`src/hw/rtl/ssmp_pkg.sv`:
```
// shared types, constants and the microcode program of the servo smoothstep profile
// used by every module of the block; depends on nothing
`default_nettype none

package ssmp_pkg;

   // field widths
   localparam int ANGLE_W = 14;
   localparam int TICK_W  = 16;
   localparam int DUTY_W  = 16;
   localparam int FRAC_W  = 16;

   // datapath widths
   localparam int ACC_W  = 33;
   localparam int MULA_W = 31;
   localparam int MULB_W = 24;
   localparam int PROD_W = MULA_W + MULB_W;

   // full angle of 180 degrees in 1/64 degree, scaled by 2^FRAC_W:
   // 11520 * 2^16 = 45 * 2^24, so the scale divide is a shift by 24 and a divide by 45;
   // the divide by 45 is a multiply by ceil(2^28 / 45) and a shift by 28, exact below 2^22
   localparam logic [ACC_W-1:0] SCALE_TOP   = 33'd754974720;
   localparam int               SCALE_SHIFT = 24;
   localparam logic [22:0]      RECIP_45    = 23'd5965233;
   localparam int               RECIP_SHIFT = 28;

   // register reset values and map
   localparam logic [DUTY_W-1:0] DUTY_ZERO_RESET = 16'd1638;
   localparam logic [DUTY_W-1:0] DUTY_FULL_RESET = 16'd8192;
   localparam logic              REG_DUTY_ZERO   = 1'b0;
   localparam logic              REG_DUTY_FULL   = 1'b1;

   // input kinds
   localparam logic KIND_START = 1'b0;
   localparam logic KIND_TICK  = 1'b1;

   typedef logic [3:0] step_type;

   typedef enum logic [3:0] {
      OP_NOP,
      OP_DIV_P,
      OP_MUL_SQ,
      OP_MUL_EASE,
      OP_MUL_DELTA,
      OP_SUM,
      OP_CLAMP,
      OP_MUL_SCALE,
      OP_MUL_RECIP,
      OP_DUTY
   } dp_op_type;

   typedef enum logic [1:0] {
      COND_NEXT,
      COND_FIXED,
      COND_DIV_BUSY,
      COND_OUT_BUSY
   } jump_cond_type;

   typedef struct packed {
      dp_op_type     op;
      jump_cond_type cond;
      step_type      target;
      logic          last;
   } ucode_type;

   // control from sequencer to datapath
   typedef struct packed {
      dp_op_type op;
      logic      fire;
   } dp_ctrl_type;

   // program steps
   localparam step_type S_ENTRY  = 4'd0;
   localparam step_type S_DIV_P  = 4'd1;
   localparam step_type S_WAIT_P = 4'd2;
   localparam step_type S_SQ     = 4'd3;
   localparam step_type S_EASE   = 4'd4;
   localparam step_type S_DELTA  = 4'd5;
   localparam step_type S_SUM    = 4'd6;
   localparam step_type S_CLAMP  = 4'd7;
   localparam step_type S_SCALE  = 4'd8;
   localparam step_type S_RECIP  = 4'd9;
   localparam step_type S_DUTY   = 4'd10;

   // microcode rom
   function automatic ucode_type ucode_word(input step_type step);
      ucode_type w;
      w = '{op: OP_NOP, cond: COND_NEXT, target: S_ENTRY, last: 1'b0};
      case (step)
         S_ENTRY:  w = '{op: OP_NOP,       cond: COND_FIXED,    target: S_CLAMP, last: 1'b0};
         S_DIV_P:  w = '{op: OP_DIV_P,     cond: COND_NEXT,     target: S_ENTRY, last: 1'b0};
         S_WAIT_P: w = '{op: OP_NOP,       cond: COND_DIV_BUSY, target: S_ENTRY, last: 1'b0};
         S_SQ:     w = '{op: OP_MUL_SQ,    cond: COND_NEXT,     target: S_ENTRY, last: 1'b0};
         S_EASE:   w = '{op: OP_MUL_EASE,  cond: COND_NEXT,     target: S_ENTRY, last: 1'b0};
         S_DELTA:  w = '{op: OP_MUL_DELTA, cond: COND_NEXT,     target: S_ENTRY, last: 1'b0};
         S_SUM:    w = '{op: OP_SUM,       cond: COND_NEXT,     target: S_ENTRY, last: 1'b0};
         S_CLAMP:  w = '{op: OP_CLAMP,     cond: COND_NEXT,     target: S_ENTRY, last: 1'b0};
         S_SCALE:  w = '{op: OP_MUL_SCALE, cond: COND_NEXT,     target: S_ENTRY, last: 1'b0};
         S_RECIP:  w = '{op: OP_MUL_RECIP, cond: COND_NEXT,     target: S_ENTRY, last: 1'b0};
         S_DUTY:   w = '{op: OP_DUTY,      cond: COND_OUT_BUSY, target: S_ENTRY, last: 1'b1};
         default:  w = '{op: OP_NOP,       cond: COND_NEXT,     target: S_ENTRY, last: 1'b1};
      endcase
      return w;
   endfunction

endpackage

`default_nettype wire

```
`src/hw/rtl/servo_smoothstep_motion_profile.sv`:
```
// Servo smoothstep move generator. A start item (tuser 0) loads a move toward a
// target angle in 1/64 degree over a number of 1 ms ticks; each tick item (tuser 1)
// returns one item with the eased, clamped angle mapped to a PWM duty and a moving
// flag. Every input item gives exactly one result item. Items are handled one at a
// time by a microcoded sequencer over a shared multiplier and a 16-step serial
// divider: a tick inside a move runs an entry step, a progress divide that holds the
// program until the divider is done, eight multiply, add, clamp and duty steps, and
// then frees the input for the next item; start items, idle ticks and the final tick
// of a move need no divide and go from the entry step straight to the clamp, scale,
// reciprocal and duty steps. The scaling by the full angle is a multiply by a
// reciprocal. A result that cannot leave holds the program at its duty step; a
// finished result waits in the output register while the next item is accepted.
// Depends on ssmp_pkg, ssmp_sequencer, ssmp_datapath.
`default_nettype none

module servo_smoothstep_motion_profile
   import ssmp_pkg::*;
(
   input  wire logic        clock,
   input  wire logic        reset,
   // input items
   input  wire logic        req_tvalid,
   output logic             req_tready,
   input  wire logic [31:0] req_tdata,   // target_angle[13:0], duration_ms[29:14], zero
   input  wire logic        req_tuser,   // kind
   // result items
   output logic             rsp_tvalid,
   input  wire logic        rsp_tready,
   output logic [15:0]      rsp_tdata,   // duty[15:0]
   output logic             rsp_tuser,   // moving
   // register port
   input  wire logic        csr_psel,
   input  wire logic        csr_penable,
   input  wire logic        csr_pwrite,
   input  wire logic [2:0]  csr_paddr,
   input  wire logic [31:0] csr_pwdata,
   output logic [31:0]      csr_prdata,
   output logic             csr_pready
);

   logic [DUTY_W-1:0]  duty_zero_ff, duty_zero_in;
   logic [DUTY_W-1:0]  duty_full_ff, duty_full_in;
   logic [ANGLE_W-1:0] finished_ff, finished_in;
   logic [ANGLE_W-1:0] move_start_ff, move_start_in;
   logic [ANGLE_W-1:0] move_target_ff, move_target_in;
   logic [TICK_W-1:0]  elapsed_ff, elapsed_in;
   logic [TICK_W-1:0]  length_ff, length_in;
   logic               busy_ff, busy_in;
   logic               angle_only_ff, angle_only_in;
   logic               moving_ff, moving_in;
   logic               rsp_valid_ff, rsp_valid_in;
   logic [DUTY_W-1:0]  rsp_duty_ff, rsp_duty_in;
   logic               rsp_moving_ff, rsp_moving_in;

   logic               accept;
   logic               running;
   logic               div_busy;
   logic               out_blocked;
   logic               duty_done;
   logic [DUTY_W-1:0]  dp_duty;
   logic [ANGLE_W-1:0] load_angle;
   logic [ANGLE_W-1:0] req_target;
   logic [TICK_W-1:0]  req_duration;
   logic [TICK_W-1:0]  elapsed_next;
   logic               csr_write;
   dp_ctrl_type        ctrl;

   assign req_target   = req_tdata[ANGLE_W-1:0];
   assign req_duration = req_tdata[ANGLE_W+TICK_W-1:ANGLE_W];
   assign req_tready   = !running;
   assign accept       = req_tvalid && req_tready;
   assign out_blocked  = rsp_valid_ff && !rsp_tready;
   assign duty_done    = ctrl.fire && ctrl.op == OP_DUTY;

   // register port
   assign csr_pready = 1'b1;
   assign csr_write  = csr_psel && csr_penable && csr_pwrite && csr_pready;

   always_comb begin
      duty_zero_in = duty_zero_ff;
      duty_full_in = duty_full_ff;
      if (csr_write) begin
         if (csr_paddr[2] == REG_DUTY_ZERO) begin
            duty_zero_in = csr_pwdata[DUTY_W-1:0];
         end else begin
            duty_full_in = csr_pwdata[DUTY_W-1:0];
         end
      end
      csr_prdata = (csr_paddr[2] == REG_DUTY_ZERO) ? {16'b0, duty_zero_ff}
                                                   : {16'b0, duty_full_ff};
   end

   // move state, updated when an item is accepted
   always_comb begin
      finished_in    = finished_ff;
      move_start_in  = move_start_ff;
      move_target_in = move_target_ff;
      elapsed_in     = elapsed_ff;
      length_in      = length_ff;
      busy_in        = busy_ff;
      angle_only_in  = angle_only_ff;
      moving_in      = moving_ff;
      load_angle     = finished_ff;
      elapsed_next   = TICK_W'(elapsed_ff + 16'd1);
      if (accept) begin
         if (req_tuser == KIND_START) begin
            move_start_in  = finished_ff;
            move_target_in = req_target;
            length_in      = req_duration;
            elapsed_in     = '0;
            angle_only_in  = 1'b1;
            if (req_duration == '0) begin
               finished_in = req_target;
               busy_in     = 1'b0;
               load_angle  = req_target;
               moving_in   = 1'b0;
            end else begin
               busy_in    = 1'b1;
               load_angle = finished_ff;
               moving_in  = 1'b1;
            end
         end else if (!busy_ff || length_ff == '0) begin
            // idle tick
            busy_in       = 1'b0;
            angle_only_in = 1'b1;
            load_angle    = finished_ff;
            moving_in     = 1'b0;
         end else begin
            elapsed_in = elapsed_next;
            if (elapsed_next >= length_ff) begin
               finished_in   = move_target_ff;
               busy_in       = 1'b0;
               angle_only_in = 1'b1;
               load_angle    = move_target_ff;
               moving_in     = 1'b0;
            end else begin
               angle_only_in = 1'b0;
               moving_in     = 1'b1;
            end
         end
      end
   end

   // output register
   always_comb begin
      rsp_valid_in  = rsp_valid_ff;
      rsp_duty_in   = rsp_duty_ff;
      rsp_moving_in = rsp_moving_ff;
      if (duty_done) begin
         rsp_valid_in  = 1'b1;
         rsp_duty_in   = dp_duty;
         rsp_moving_in = moving_ff;
      end else if (rsp_tready) begin
         rsp_valid_in = 1'b0;
      end
   end

   always_ff @(posedge clock) begin
      if (reset) begin
         duty_zero_ff   <= DUTY_ZERO_RESET;
         duty_full_ff   <= DUTY_FULL_RESET;
         finished_ff    <= '0;
         move_start_ff  <= '0;
         move_target_ff <= '0;
         elapsed_ff     <= '0;
         length_ff      <= '0;
         busy_ff        <= 1'b0;
         angle_only_ff  <= 1'b1;
         moving_ff      <= 1'b0;
         rsp_valid_ff   <= 1'b0;
      end else begin
         duty_zero_ff   <= duty_zero_in;
         duty_full_ff   <= duty_full_in;
         finished_ff    <= finished_in;
         move_start_ff  <= move_start_in;
         move_target_ff <= move_target_in;
         elapsed_ff     <= elapsed_in;
         length_ff      <= length_in;
         busy_ff        <= busy_in;
         angle_only_ff  <= angle_only_in;
         moving_ff      <= moving_in;
         rsp_valid_ff   <= rsp_valid_in;
      end
      rsp_duty_ff   <= rsp_duty_in;
      rsp_moving_ff <= rsp_moving_in;
   end

   assign rsp_tvalid = rsp_valid_ff;
   assign rsp_tdata  = rsp_duty_ff;
   assign rsp_tuser  = rsp_moving_ff;

   ssmp_sequencer u_sequencer (
      .clock       (clock),
      .reset       (reset),
      .start       (accept),
      .angle_only  (angle_only_in),
      .div_busy    (div_busy),
      .out_blocked (out_blocked),
      .running     (running),
      .ctrl        (ctrl)
   );

   ssmp_datapath u_datapath (
      .clock      (clock),
      .reset      (reset),
      .ctrl       (ctrl),
      .load_en    (accept),
      .load_angle (load_angle),
      .elapsed    (elapsed_ff),
      .length     (length_ff),
      .start_pos  (move_start_ff),
      .target_pos (move_target_ff),
      .duty_zero  (duty_zero_ff),
      .duty_full  (duty_full_ff),
      .div_busy   (div_busy),
      .duty       (dp_duty)
   );

endmodule

`default_nettype wire

```
`src/hw/rtl/ssmp_divider.sv`:
```
// restoring serial divider, one quotient bit per cycle, 16-bit quotient
// uses ssmp_pkg; the high half of the dividend must be below the divisor
`default_nettype none

module ssmp_divider
   import ssmp_pkg::*;
(
   input  wire logic        clock,
   input  wire logic        reset,
   input  wire logic        start,
   input  wire logic [15:0] dividend_hi,
   input  wire logic [15:0] dividend_lo,
   input  wire logic [15:0] divisor,
   output logic             busy,
   output logic [15:0]      quotient
);

   logic        busy_ff, busy_in;
   logic [3:0]  count_ff, count_in;
   logic [15:0] rem_ff, rem_in;
   logic [15:0] quot_ff, quot_in;
   logic [15:0] div_ff, div_in;
   logic [16:0] trial;
   logic        fits;

   // one shift-and-subtract step
   always_comb begin
      trial    = {rem_ff, quot_ff[15]};
      fits     = trial >= {1'b0, div_ff};
      busy_in  = busy_ff;
      count_in = count_ff;
      rem_in   = rem_ff;
      quot_in  = quot_ff;
      div_in   = div_ff;
      if (start) begin
         busy_in  = 1'b1;
         count_in = '0;
         rem_in   = dividend_hi;
         quot_in  = dividend_lo;
         div_in   = divisor;
      end else if (busy_ff) begin
         rem_in   = fits ? 16'(trial - {1'b0, div_ff}) : trial[15:0];
         quot_in  = {quot_ff[14:0], fits};
         count_in = 4'(count_ff + 4'd1);
         if (count_ff == 4'd15) begin
            busy_in = 1'b0;
         end
      end
   end

   always_ff @(posedge clock) begin
      if (reset) begin
         busy_ff  <= 1'b0;
         count_ff <= '0;
      end else begin
         busy_ff  <= busy_in;
         count_ff <= count_in;
      end
      rem_ff  <= rem_in;
      quot_ff <= quot_in;
      div_ff  <= div_in;
   end

   assign busy     = busy_ff;
   assign quotient = quot_ff;

endmodule

`default_nettype wire

```
`src/hw/rtl/ssmp_datapath.sv`:
```
// datapath: shared multiplier, product and accumulator registers, serial divider
// uses ssmp_pkg and ssmp_divider; driven one operation per cycle by the sequencer while it does not hold a step
`default_nettype none

module ssmp_datapath
   import ssmp_pkg::*;
(
   input  wire logic               clock,
   input  wire logic               reset,
   input  wire dp_ctrl_type        ctrl,
   input  wire logic               load_en,
   input  wire logic [ANGLE_W-1:0] load_angle,
   input  wire logic [TICK_W-1:0]  elapsed,
   input  wire logic [TICK_W-1:0]  length,
   input  wire logic [ANGLE_W-1:0] start_pos,
   input  wire logic [ANGLE_W-1:0] target_pos,
   input  wire logic [DUTY_W-1:0]  duty_zero,
   input  wire logic [DUTY_W-1:0]  duty_full,
   output logic                    div_busy,
   output logic [DUTY_W-1:0]       duty
);

   logic signed [PROD_W-1:0] prod_ff, prod_in;
   logic signed [ACC_W-1:0]  acc_ff, acc_in;
   logic signed [MULA_W-1:0] mul_a;
   logic signed [MULB_W-1:0] mul_b;
   logic signed [PROD_W-1:0] product;
   logic signed [ANGLE_W:0]  delta;
   logic [17:0]              ease_factor;
   logic signed [DUTY_W:0]   span;
   logic                     span_neg;
   logic [DUTY_W-1:0]        mag;
   logic [DUTY_W-1:0]        scale_q;
   logic                     div_start;
   logic [15:0]              div_hi, div_lo, div_den;
   logic [15:0]              quot;
   logic                     is_fire_mul;

   // duty span from the two registers
   always_comb begin
      span     = $signed({1'b0, duty_full}) - $signed({1'b0, duty_zero});
      span_neg = span[DUTY_W];
      mag      = span_neg ? DUTY_W'(-span) : span[DUTY_W-1:0];
   end

   // operand selection for the shared multiplier
   always_comb begin
      delta       = $signed({1'b0, target_pos}) - $signed({1'b0, start_pos});
      ease_factor = (18'd3 << FRAC_W) - {1'b0, quot, 1'b0};
      mul_a       = '0;
      mul_b       = '0;
      case (ctrl.op)
         OP_MUL_SQ: begin
            mul_a = {15'b0, quot};
            mul_b = {8'b0, quot};
         end
         OP_MUL_EASE: begin
            mul_a = {15'b0, prod_ff[31:16]};
            mul_b = {6'b0, ease_factor};
         end
         OP_MUL_DELTA: begin
            mul_a = {{(MULA_W-ANGLE_W-1){delta[ANGLE_W]}}, delta};
            mul_b = {7'b0, prod_ff[32:16]};
         end
         OP_MUL_SCALE: begin
            mul_a = {1'b0, acc_ff[29:0]};
            mul_b = {8'b0, mag};
         end
         OP_MUL_RECIP: begin
            // scaled product over 2^24, times the reciprocal of 45
            mul_a = {9'b0, prod_ff[SCALE_SHIFT+21:SCALE_SHIFT]};
            mul_b = {1'b0, RECIP_45};
         end
         default: begin
            mul_a = '0;
            mul_b = '0;
         end
      endcase
      product = mul_a * mul_b;
   end

   // register updates
   always_comb begin
      is_fire_mul = ctrl.fire && (ctrl.op == OP_MUL_SQ || ctrl.op == OP_MUL_EASE ||
                                  ctrl.op == OP_MUL_DELTA || ctrl.op == OP_MUL_SCALE ||
                                  ctrl.op == OP_MUL_RECIP);
      prod_in = is_fire_mul ? product : prod_ff;
      acc_in  = acc_ff;
      if (load_en) begin
         acc_in = $signed({3'b0, load_angle, 16'b0});
      end else if (ctrl.fire && ctrl.op == OP_SUM) begin
         acc_in = $signed({3'b0, start_pos, 16'b0}) + $signed(prod_ff[ACC_W-1:0]);
      end else if (ctrl.fire && ctrl.op == OP_CLAMP) begin
         if (acc_ff[ACC_W-1]) begin
            acc_in = '0;
         end else if ($unsigned(acc_ff) > SCALE_TOP) begin
            acc_in = $signed(SCALE_TOP);
         end
      end
   end

   always_ff @(posedge clock) begin
      prod_ff <= prod_in;
      acc_ff  <= acc_in;
   end

   // divider operands: progress as elapsed * 2^16 / length
   always_comb begin
      div_start = ctrl.fire && ctrl.op == OP_DIV_P;
      div_hi    = elapsed;
      div_lo    = '0;
      div_den   = length;
   end

   ssmp_divider u_divider (
      .clock       (clock),
      .reset       (reset),
      .start       (div_start),
      .dividend_hi (div_hi),
      .dividend_lo (div_lo),
      .divisor     (div_den),
      .busy        (div_busy),
      .quotient    (quot)
   );

   // final duty from the scaled quotient, wraps to 16 bits
   assign scale_q = prod_ff[RECIP_SHIFT+DUTY_W-1:RECIP_SHIFT];
   assign duty    = span_neg ? DUTY_W'(duty_zero - scale_q) : DUTY_W'(duty_zero + scale_q);

endmodule

`default_nettype wire

```
`src/hw/rtl/ssmp_sequencer.sv`:
```
// microcode sequencer: step counter over the program rom with conditional jumps
// uses ssmp_pkg for the control word and step names
`default_nettype none

module ssmp_sequencer
   import ssmp_pkg::*;
(
   input  wire logic  clock,
   input  wire logic  reset,
   input  wire logic  start,
   input  wire logic  angle_only,
   input  wire logic  div_busy,
   input  wire logic  out_blocked,
   output logic       running,
   output dp_ctrl_type ctrl
);

   logic      running_ff, running_in;
   step_type  step_ff, step_in;
   ucode_type word;
   logic      hold;

   // decode the current control word
   always_comb begin
      word = ucode_word(step_ff);
      hold = (word.cond == COND_DIV_BUSY && div_busy) ||
             (word.cond == COND_OUT_BUSY && out_blocked);
      ctrl.op   = word.op;
      ctrl.fire = running_ff && !hold;
   end

   // next step
   always_comb begin
      running_in = running_ff;
      step_in    = step_ff;
      if (!running_ff) begin
         if (start) begin
            running_in = 1'b1;
            step_in    = S_ENTRY;
         end
      end else if (!hold) begin
         if (word.last) begin
            running_in = 1'b0;
         end else if (word.cond == COND_FIXED && angle_only) begin
            step_in = word.target;
         end else begin
            step_in = step_type'(step_ff + 4'd1);
         end
      end
   end

   always_ff @(posedge clock) begin
      if (reset) begin
         running_ff <= 1'b0;
         step_ff    <= S_ENTRY;
      end else begin
         running_ff <= running_in;
         step_ff    <= step_in;
      end
   end

   assign running = running_ff;

endmodule

`default_nettype wire
```
`config.mk`:
```
export PLATFORM = sky130hd
export DESIGN_NAME = servo_smoothstep_motion_profile
export DESIGN_NICKNAME = d
export VERILOG_FILES = /design/src/hw/rtl/ssmp_pkg.sv /design/src/hw/rtl/servo_smoothstep_motion_profile.sv /design/src/hw/rtl/ssmp_divider.sv /design/src/hw/rtl/ssmp_datapath.sv /design/src/hw/rtl/ssmp_sequencer.sv
export SDC_FILE = /design/constraint.sdc
export NUM_CORES = 2
export LEC_CHECK = 0
export ABC_AREA = 1
export BUFFER_PORTS_ARGS = -buffer_cell sky130_fd_sc_hd__buf_4
export CAP_MARGIN = 20
export CORE_UTILIZATION = 60
export CTS_BUF_LIST = sky130_fd_sc_hd__clkbuf_4
export DETAILED_ROUTE_END_ITERATION = 6
export GPL_ROUTABILITY_DRIVEN = 0
export PLACE_DENSITY_LB_ADDON = 0.3
export SLEW_MARGIN = 10
export SYNTH_ARGS = -nofsm -noshare
export SYNTH_HDL_FRONTEND = slang
export SYNTH_SLANG_ARGS = --single-unit
export TNS_END_PERCENT = 30
```
`constraint.sdc`:
```
create_clock -name clock -period 7.6 [get_ports clock]
set_input_delay 0.76 -clock clock [delete_from_list [all_inputs] [get_ports clock]]
set_output_delay 0.76 -clock clock [all_outputs]
set_load 0.05 [all_outputs]
```
==> results.ini <==
[power]
power.share.clock = 0.262
power_w = 0.004952
p_int_w = 0.003055
combinationalPowerShare = 0.395
ir_drop_uv = 106.4
switching_share = 0.3831
pwr-share-seq = 0.343
p_leak_nw = 23.13
switching_power_w = 0.001897
p_per_area_nw_per_um2 = 106.6

[synthesis]
synth_seq_cells = 272
synth_cell_types = 65
seq_area_frac_synth = 0.1726
syn-mean-instance-area_um2 = 7.857
synth_edf_count = 109
synth_top_cell_area_share = 0.3114
yosysMostFrequentCell = inv_1
synth_top_area_cell = fa_1
async_flop_share = 0
synth_top_flop_cell = dfxtp_1
ys_warn_count = 0
synth_area_leaders = fa_1 31%, inv_1 12%, nand2_1 8.9%
synthCells = 4819
synth_common_cells = 1184 x inv_1, 893 x nand2_1, 589 x fa_1
synth_area_um2 = 37860

[drt]
antenna_left = 0
route.detailed.drc = 14
via_per_inst = 5.527
wl_per_cell_um = 18.82
num_vias = 35270
drt_iter0_markers = 3606
firstDrtPassIters = 7
drt-total-wl_um = 120100

[placement]
io_buffers = 89
dp_cells = 6189
hpwl_um = 93990
pre_cts_slack_ps = -972.3

[timing]
rsz0062_at_grt = true
slew_headroom = 0.3616
hold_violations = 0
fin_crit_sh = 1.094
tns_ps = -12230
clock-skew-final_ps = 58.52
clock.fmax_ghz = 0.1203
setup_ws_ps = -711.8
drv_slew = 0
fin_crit_ps = 8312
worst_slew_pin_slew_ps = 955.3
finalSetupViolCount = 28

[global_routing]
grt_pass1_wl_um = 186600
grt_max_degree = 88
grt-busiest-layer = met2
use_met1 = 0.4653
grt_pass1_vias = 36040
grtUsageMet2 = 0.6049
track_usage = 0.3779
gr-total-overflow = 0
grtUsageMet3 = 0.09200
antenna_found_initial = 2

[clock_tree]
clk_latency_ps = 740
clkSinkCount = 272
clockBufferDepth = 3
cts_tree = built
cts_inserted_buffers = 72
clkTransAtPathRegs_ps = 70
htree_num_levels = 3
root_buffer = clkbuf_4

[die]
ios = 127
start_util = 0.6102
core_um2 = 62050
die_x_um = 253.2
dieArea_um2 = 64110
die_h_um = 253.2
rows = 91

[run]
maxCapViolCount = 0

[finish]
fill_cells = 4258
multi_input_area_um2 = 27260
area_growth_pct = 22.66
fin_util = 0.7484
fin_cells = 6382
layout-drive-gt1-share = 0.2073
num-nets-final = 6401
seqCellArea_um2 = 6544

[setup_path]
cpMaxStageDelayCell = fa_1
crit_type = register to register
start_kind = register
end_kind = register
critPathMostFrequentCell = inv_1
critical_path_required_ps = 8080
cpPeakStageDelay_ps = 560
worstPathArrival_ps = 8790
cp_max_fo = 6

[status]
failed_checks = DRC, setup timing
status = finished with violations

[min_path]
hold_class = input pin to register

[worst paths after layout]
kind	slack (ps)	endpoint	cells after the start	startpoint
worst max register to register	-710	u_datapath.prod_ff[39]$_DFFE_PP_	43	duty_zero_ff[5]$_SDFFE_PP1P_
worst min-delay path	260	duty_full_ff[13]$_SDFFE_PP1P_	3	csr_pwdata[13]
worst min register to register	430	u_datapath.u_divider.div_ff[10]$_DFFE_PP_	0	length_ff[10]$_SDFFE_PP0P_
worst max-delay path	-710	u_datapath.prod_ff[39]$_DFFE_PP_	43	duty_zero_ff[5]$_SDFFE_PP1P_
[cell type report]
class                           instances  share of cell area
Clock inverter                         36            0.003745
Antenna cell                            2           0.0001078
Clock buffer                           96             0.01552
Inverter                             1201             0.09777
Timing Repair Buffer                  727              0.1324
Tap cell                              837             0.02255
Sequential cell                       272              0.1409
Multi-Input combinational cell       3211              0.5870
[logic make-up (layout without fill, tap and decap cells)]
family / Yosys count / in the layout / synth area share
flip-flops: 272 / 272 / 0.1726
XOR/XNOR: 118 / 118 / 0.02766
AND/OR/NAND/NOR: 1568 / 1568 / 0.1701
AO/OA/AOI/OAI: 653 / 653 / 0.09415
adder cells (fa/ha/maj): 841 / 841 / 0.3947
other: 2 / 33 / 0.0001983
buffers and inverters: 1365 / 2060 / 0.1406
[worst max-delay path, delay by kind of cell (launching register included)]
kind / cells / cell delay [ps]
AND/OR/NAND/NOR: 14 / 1520
flip-flops: 1 / 340
XOR/XNOR: 1 / 80
AO/OA/AOI/OAI: 6 / 870
buffers and inverters: 13 / 1130
adder cells (fa/ha/maj): 9 / 4080
[placed cells by master (no fill, tap or decap), types with 18 or more instances in the layout]
cell and n:
inv_2 42, dfxtp_1 157, clkbuf_4 96, nand3_1 108, xnor2_1 36, nand2_2 38, nor2_1 365, nand4_1 35
o21ai_0 237, nand3_2 18, clkinv_1 31, o211ai_1 18, a21oi_1 235, buf_4 666, buf_12 40, o21ai_1 21
edfxtp_1 109, xor2_1 79, nor2_2 54, fa_1 576, a21oi_2 28, conb_1 31, ha_1 219, nor3_1 23
inv_1 1149, ha_4 32, nand2_1 865
[layer usage]
metal	routed length, µm	part of all wire
met1	44200	0.37
met2	54080	0.45
met3	13320	0.11
met4	8491	0.071
met5	0	0
[power by group through the flow]
stage               sequential [W]  clock [W]  combinational, W
floorplan                  0.00171          0           0.00103
global route               0.00171    0.00138           0.00211
global placement           0.00172          0           0.00175
detailed placement         0.00173          0           0.00179
finish                     0.00170    0.00130           0.00195
CTS                        0.00170    0.00129           0.00188
[timing repair]
action / CTS / global route
setup endpoints to repair: 34 / 33
cloned: 4 / 1
pin swaps: 68 / 21
setup buffers: 48 / 6
hold buffers: 0 / 0
gates resized for setup: 195 / 70
[flip-flops by register name, summed over array words and instances (netlist names)]
register                       count
moving_ff                          1
rsp_tdata                         16
rsp_tvalid                         1
angle_only_ff                      1
u_sequencer.word                   8
duty_zero_ff                      16
u_datapath.acc_ff                 33
busy_ff                            1
duty_full_ff                      16
rsp_tuser                          1
length_ff                         16
u_datapath.u_divider.rem_ff       16
u_datapath.u_divider.quotient     16
u_datapath.u_divider.count_ff      4
finished_ff                       14
move_target_ff                    14
u_datapath.prod_ff                46
move_start_ff                     14
u_datapath.u_divider.busy          1
u_datapath.u_divider.div_ff       16
elapsed_ff                        16
u_sequencer.running                1
u_sequencer.step_ff                4
[metrics by stage]
step	cell area (µm²)	hold WS (ps)
after floorplan	38180	408.2
after CTS	46060	228.5
final	46440	261.0
after detailed placement	43890	417.2
after global routing	46440	237.8
after global placement	43890	410.1
No activity file was read; power rests on OpenSTA's default activity.
